`config.mk`:
```
export PLATFORM = sky130hd
export DESIGN_NAME = descending_sorted_set
export DESIGN_NICKNAME = d
export VERILOG_FILES = /design/src/dss_pkg.sv /design/src/dss_cell.sv /design/src/descending_sorted_set.sv
export SDC_FILE = /design/constraint.sdc
export NUM_CORES = 2
export LEC_CHECK = 0
export ABC_AREA = 1
export CORE_MARGIN = 1.5
export CORE_UTILIZATION = 50
export CTS_CLUSTER_SIZE = 24
export DETAILED_ROUTE_END_ITERATION = 10
export DONT_BUFFER_PORTS = 1
export PLACE_DENSITY = 0.76
export SETUP_SLACK_MARGIN = 0.1
export SLEW_MARGIN = 20
export SYNTH_ARGS = -nofsm -noshare
export SYNTH_HDL_FRONTEND = slang
export SYNTH_SLANG_ARGS = --single-unit
export TNS_END_PERCENT = 10
```
`constraint.sdc`:
```
create_clock -name clk -period 11.1 [get_ports clk]
set_input_delay 0 -clock clk [delete_from_list [all_inputs] [get_ports clk]]
set_output_delay 0 -clock clk [all_outputs]
set_load 0.02 [all_outputs]
```
`src/dss_pkg.sv`:
```
// Shared types, constants and status codes for the descending sorted set.
package dss_pkg;

  localparam int CAPACITY_DEF = 16;
  localparam int DATA_W       = 32;
  localparam int COUNT_W      = 5;

  localparam logic [2:0] ST_INSERTED  = 3'd0;
  localparam logic [2:0] ST_DUPLICATE = 3'd1;
  localparam logic [2:0] ST_REMOVED   = 3'd2;
  localparam logic [2:0] ST_NOT_FOUND = 3'd3;
  localparam logic [2:0] ST_FULL      = 3'd4;

  localparam logic OP_INSERT = 1'b0;
  localparam logic OP_REMOVE = 1'b1;

  typedef struct packed {
    logic                     op;
    logic signed [DATA_W-1:0] value;
  } in_t;

  typedef struct packed {
    logic [2:0]         status;
    logic [COUNT_W-1:0] count;
  } out_t;

  typedef struct packed {
    logic cmp;
    logic ins;
    logic rem;
  } ctl_t;

  typedef struct packed {
    logic gt;
    logic eq;
  } flag_t;

endpackage

```
`src/dss_cell.sv`:
```
// One slot of the sorted row: holds a value, compares it and shifts with its neighbours.
module dss_cell (
  input  logic                              clk,
  input  logic                              rst,
  input  dss_pkg::ctl_t                     ctl,
  input  logic signed [dss_pkg::DATA_W-1:0] key,
  input  logic                              occ,
  input  logic                              left_gt,
  input  logic signed [dss_pkg::DATA_W-1:0] left_entry,
  input  logic signed [dss_pkg::DATA_W-1:0] right_entry,
  output logic signed [dss_pkg::DATA_W-1:0] entry,
  output dss_pkg::flag_t                    flag
);

  always_ff @(posedge clk) begin
    if (rst) begin
      flag <= '0;
    end else if (ctl.cmp) begin
      flag.gt <= occ && (entry > key);
      flag.eq <= occ && (entry == key);
    end
  end

  always_ff @(posedge clk) begin
    if (ctl.ins && !flag.gt) begin
      entry <= left_gt ? key : left_entry;
    end else if (ctl.rem && !flag.gt) begin
      entry <= right_entry;
    end
  end

endmodule

```
`src/descending_sorted_set.sv`:
```
// Top level of the descending sorted set: a row of compare-and-shift cells with a count.
//
//   channel  ports                 handshake
//   command  cmd (op, value)       taken when start is high and busy is low
//   result   result (status,count) shown for one cycle while done is high
//
// An item has a compare step, in which every cell compares its value with the key, and
// an update step, in which the row shifts and the count is updated. A new item may be
// taken in the cycle in which the previous one updates the row. The result appears in
// the cycle after the update and cannot be held off. Reset empties the set at once.
module descending_sorted_set #(
  parameter int CAPACITY = dss_pkg::CAPACITY_DEF
) (
  input  logic          clk,
  input  logic          rst,
  input  logic          start,
  output logic          busy,
  input  dss_pkg::in_t  cmd,
  output logic          done,
  output dss_pkg::out_t result
);

  localparam int OCC_W = $clog2(CAPACITY + 1);

  logic signed [dss_pkg::DATA_W-1:0] key;
  logic                              op;
  logic                              pend;
  logic [OCC_W-1:0]                  occupancy;
  logic [OCC_W-1:0]                  occupancy_next;

  logic signed [dss_pkg::DATA_W-1:0] entries [CAPACITY];
  dss_pkg::flag_t                    flags   [CAPACITY];
  logic [CAPACITY-1:0]               eq_vec;
  logic [CAPACITY-1:0]               gt_vec;
  logic [CAPACITY-1:0]               occ_vec;

  logic          found;
  logic          full;
  dss_pkg::ctl_t ctl;
  logic [2:0]    status;

  assign found = |eq_vec;
  assign full  = (occupancy == OCC_W'(CAPACITY));

  assign ctl.cmp = busy;
  assign ctl.ins = pend && (op == dss_pkg::OP_INSERT) && !found && !full;
  assign ctl.rem = pend && (op == dss_pkg::OP_REMOVE) && found;

  always_comb begin
    occupancy_next = occupancy;
    if (ctl.ins) begin
      occupancy_next = occupancy + 1'b1;
    end else if (ctl.rem) begin
      occupancy_next = occupancy - 1'b1;
    end
  end

  always_comb begin
    priority if (found) begin
      status = (op == dss_pkg::OP_INSERT) ? dss_pkg::ST_DUPLICATE : dss_pkg::ST_REMOVED;
    end else if (op == dss_pkg::OP_REMOVE) begin
      status = dss_pkg::ST_NOT_FOUND;
    end else if (full) begin
      status = dss_pkg::ST_FULL;
    end else begin
      status = dss_pkg::ST_INSERTED;
    end
  end

  genvar i;
  generate
    for (i = 0; i < CAPACITY; i++) begin : g_cell
      logic                              left_gt;
      logic signed [dss_pkg::DATA_W-1:0] left_entry;
      logic signed [dss_pkg::DATA_W-1:0] right_entry;

      assign occ_vec[i] = (OCC_W'(i) < occupancy);
      assign eq_vec[i]  = flags[i].eq;
      assign gt_vec[i]  = flags[i].gt;

      if (i == 0) begin : g_first
        assign left_gt    = 1'b1;
        assign left_entry = key;
      end else begin : g_mid
        assign left_gt    = gt_vec[i-1];
        assign left_entry = entries[i-1];
      end

      if (i == CAPACITY - 1) begin : g_last
        assign right_entry = '0;
      end else begin : g_inner
        assign right_entry = entries[i+1];
      end

      dss_cell u_cell (
        .clk         (clk),
        .rst         (rst),
        .ctl         (ctl),
        .key         (key),
        .occ         (occ_vec[i]),
        .left_gt     (left_gt),
        .left_entry  (left_entry),
        .right_entry (right_entry),
        .entry       (entries[i]),
        .flag        (flags[i])
      );
    end
  endgenerate

  always_ff @(posedge clk) begin
    if (rst) begin
      busy      <= 1'b0;
      pend      <= 1'b0;
      done      <= 1'b0;
      occupancy <= '0;
    end else begin
      done <= pend;
      pend <= busy;
      if (start && !busy) begin
        busy <= 1'b1;
      end else begin
        busy <= 1'b0;
      end
      occupancy <= occupancy_next;
    end
  end

  always_ff @(posedge clk) begin
    if (start && !busy) begin
      key <= cmd.value;
      op  <= cmd.op;
    end
    if (pend) begin
      result.status <= status;
      result.count  <= dss_pkg::COUNT_W'(occupancy_next);
    end
  end

  a_distinct : assert property (@(posedge clk) disable iff (rst) $onehot0(eq_vec))
    else $error("More than one cell matches the key.");

  a_bound : assert property (@(posedge clk) disable iff (rst)
    occupancy <= OCC_W'(CAPACITY))
    else $error("Occupancy exceeds capacity.");

  a_ins_count : assert property (@(posedge clk) disable iff (rst)
    done && (result.status == dss_pkg::ST_INSERTED) |-> occupancy == $past(occupancy) + 1'b1)
    else $error("Insert did not raise the count by one.");

  a_one_cmp : assert property (@(posedge clk) disable iff (rst) busy |=> !busy && pend)
    else $error("Compare phase did not hand over to update.");

endmodule

```
==> metrics.json <==
{
  "cells_and_area": {
    "final-instance-count-excl-fill": 6516,
    "layout-drive-gt1-share_pct": 3.847,
    "ff_latch_area_um2": 17410,
    "final_net_count": 5875,
    "area_growth_pct": 8.560,
    "multiInputGateArea_um2": 21320,
    "num-fill-cells": 7452
  },
  "synth": {
    "count_of_flip_flops_with_a_built_in_enable_after_synthesis": 553,
    "mean_cell_area_of_the_mapped_netlist_um2": 7.873,
    "synthesis.area_um2": 42560,
    "synth-main-ff-cell": "sky130_fd_sc_hd__edfxtp_1",
    "synth_top_cells_by_area": "sky130_fd_sc_hd__edfxtp_1 (39%), sky130_fd_sc_hd__ha_1 (15%), sky130_fd_sc_hd__nand2_1 (14%)",
    "synth.yosys.seq_area_share_pct": 40.90,
    "synthCells": 5406,
    "netlist.area_leader.share_pct": 39.01,
    "synthArstFlopShare_pct": 0,
    "yosys_warnings": 0,
    "postSynthRegisterBits": 593,
    "synth.lib_cells_used.distinct": 38,
    "synth_fp_nets": 5957,
    "cell_type_contributing_the_most_total_cell_area_after_synthesis": "sky130_fd_sc_hd__edfxtp_1"
  },
  "sta": {
    "timing.final.crit_period_ps": 3859,
    "finalClockSkew_ps": 24.76,
    "maxClockFrequency_mhz": 259.2,
    "setup_viol": 0,
    "least_setup_slack_across_all_paths_after_layout_ps": 7241,
    "timing_hold_violations_final": 0,
    "fin_tns_setup_ps": 0,
    "min_period_over_period_pct": 34.76,
    "slew_violations": 0,
    "timing_worst_slew_pin_value_ps": 1121,
    "rsz0062_at_grt": "no",
    "slew_headroom_pct": 25.19
  },
  "global_routing": {
    "groute.layer.met2.usage_pct": 41.98,
    "grt_start_max_net_pins": 68,
    "met3_usage_pct": 3.559,
    "grt_usage_pct": 26.25,
    "first_global_vias": 34720,
    "globalRouteMet1Util_pct": 36.39,
    "grt_most_used_layer": "met2",
    "first_pass_grt_wire_length_um": 182900,
    "antenna_found_initial": 0,
    "grt_remaining_overflow": 0
  },
  "floorplanning": {
    "design.die.area_um2": 86890,
    "core_region_area_um2": 83950,
    "pin_count": 46,
    "core.rowCount": 106,
    "die_x_um": 294.8,
    "initial_core_util_pct": 50.70,
    "die_h_um": 294.8
  },
  "placed_design": {
    "post-place-cells": 6326,
    "place_ws_ps": 7375,
    "dp.final_hpwl_um": 84760,
    "globalplace.congestion": 0.9101,
    "portBuffers": 0
  },
  "clock_network": {
    "clock-root-buffer": "sky130_fd_sc_hd__clkbuf_16",
    "cts_tree": "yes",
    "worstSkewPairLatency_ps": 630,
    "cts_sink_cnt": 593,
    "clkTransAtPathRegs_ps": 60,
    "max_root_sink_buffers": 3,
    "clock_tree.htree_level_count": 3,
    "cts_inserted_buffers": 70,
    "post_cts.resized_instances": 0
  },
  "setup_path": {
    "worstPathArrival_ps": 4430,
    "timing.critical_path.max_delay_family": "buffers and inverters",
    "cp-start-kind": "flip-flop",
    "worstPathCellList": "inv_1, ha_1, nand2_1, nor2_1, nand4_1, nor2_1, nand3_1, a21oi_1, dlygate4sd3_1",
    "critPathMostFrequentCell": "sky130_fd_sc_hd__nor2_1",
    "worstPathMaxFanout": 17,
    "setup.worst_path.end_class": "flip-flop",
    "critPathBufInv": 2,
    "data_required_critical_path_ps": 11670,
    "critical_path_class": "flip-flop to flip-flop",
    "timing.critical_path.slowest_cell_delay_ps": 900,
    "critical_path.slowest_cell": "sky130_fd_sc_hd__edfxtp_1"
  },
  "route": {
    "detail_route.vias_per_cell": 5.577,
    "drt-wirelength-per-cell_um": 17.53,
    "route.vias.total": 36340,
    "post-route-drc-count": 0,
    "dr.first_iter.drc_count": 3908,
    "wl_um": 114200,
    "drt_first_pass_iters": 5,
    "antenna_left": 0
  },
  "pwr": {
    "vdd.ir_drop.worst_mv": 0.1021,
    "static-leakage-power_nw": 20.62,
    "power_per_cell_area_nw_per_um2": 115.8,
    "design_power_total_mw": 5.352
  },
  "run_status": {
    "run_status": "completed"
  },
  "min_path": {
    "min_path_type": "input port to flip-flop"
  },
  "run": {
    "timing.max_cap.violations": 0
  }
}
==> worst paths after layout <==
path,start,endpoint,slack [ps],cells after the start
setup / recovery,g_cell[0].left_entry[6]$_DFFE_PP_,g_cell[13].u_cell.flag[0]$_SDFFE_PP0P_,7240,9
setup reg to reg,g_cell[0].left_entry[6]$_DFFE_PP_,g_cell[13].u_cell.flag[0]$_SDFFE_PP0P_,7240,9
hold / removal,cmd[4],g_cell[0].left_entry[4]$_DFFE_PP_,20,1
hold reg to reg,g_cell[0].u_cell.flag[0]$_SDFFE_PP0P_,g_cell[0].u_cell.flag[0]$_SDFFE_PP0P_,460,2
==> sequential cells by signal, summed over array words and instances, names as in the netlist <==
register             flops
g_cell.u_cell.entry    512
g_cell.left_entry       32
g_cell.u_cell.flag      32
result                   8
occupancy                5
busy                     1
done                     1
op                       1
pend                     1
==> placed cells by master (no fill, tap or decap), types with 10 or more instances in the layout <==
| cell | count |
|---|---|
| sky130_fd_sc_hd__o21ai_0 | 472 |
| sky130_fd_sc_hd__nor2_4 | 10 |
| sky130_fd_sc_hd__a21oi_1 | 315 |
| sky130_fd_sc_hd__a21o_1 | 17 |
| sky130_fd_sc_hd__buf_4 | 56 |
| sky130_fd_sc_hd__clkbuf_16 | 73 |
| sky130_fd_sc_hd__dlygate4sd3_1 | 55 |
| sky130_fd_sc_hd__nand4_1 | 31 |
| sky130_fd_sc_hd__ha_1 | 515 |
| sky130_fd_sc_hd__inv_1 | 727 |
| sky130_fd_sc_hd__clkbuf_1 | 18 |
| sky130_fd_sc_hd__nor2_2 | 13 |
| sky130_fd_sc_hd__dfxtp_1 | 38 |
| sky130_fd_sc_hd__nand2_1 | 1545 |
| sky130_fd_sc_hd__nor2_1 | 250 |
| sky130_fd_sc_hd__o21a_1 | 32 |
| sky130_fd_sc_hd__nand3_1 | 477 |
| sky130_fd_sc_hd__o21ai_1 | 45 |
| sky130_fd_sc_hd__mux2i_1 | 31 |
| sky130_fd_sc_hd__edfxtp_1 | 553 |
| sky130_fd_sc_hd__clkinv_2 | 15 |
==> synthesized netlist by cell type, drive strengths merged (32+ instances only) <==
library cell and count:
nand3 477, dfxtp 40, inv 730, o21a 32, o21ai 517, nand2 1547, a21oi 315, ha 515
nor2 282, edfxtp 553, clkbuf 198, buf 73
==> metrics by stage <==
step / area [um2] / utilization, % / hold WS [ps]
after global routing: 46200 / 55.04 / 1.957
after CTS: 46120 / 54.93 / 0.1154
after floorplan: 42560 / - / 98.87
after global placement: 43310 / 51.59 / 77.16
after detailed placement: 43330 / 51.61 / 77.52
final: 46210 / 55.04 / 21.25
==> routing by layer <==
metal | vias to the layer above | routed length, um
met5 | - | 0
met4 | 0 | 3832
met1 | 16790 | 49770
li1 | 17790 | -
met3 | 209 | 9973
met2 | 1556 | 50620
==> power by group <==
part / switching [mW] / internal, mW / total, mW
clock: 0.971 / 1.31 / 2.28
sequential: 0.0566 / 2.48 / 2.54
combinational: 0.346 / 0.184 / 0.530
total: 1.37 / 3.98 / 5.35
==> repair_timing <==
action	in CTS	in global routing
endpoints found under the hold margin	74	0
setup buffers	0	0
hold buffers	56	0
==> kinds of logic (layout without fill, tap and decap cells) <==
logic type	Yosys count	in the layout	synth area share, %
buffers and inverters	1002	977	9.239
other	0	1	0
and+or+nand+nor	2368	2368	23.05
xor gates and xnor gates	7	7	0.1440
AOI/OAI and AO/OA	890	890	10.80
adders and majority gates	515	515	15.14
muxes	31	31	0.7290
DFF	593	593	40.90
==> area by class of cell <==
class	instances	area share, %
inverters	731	5.938
diodes	1	0.005416
flip-flops and latches	593	37.68
well taps	1134	3.071
clock inverters	33	0.5497
repair buffers	117	2.361
clock buffers	96	4.249
multi-input cells	3811	46.15
Power figures use the tool's default switching activity.
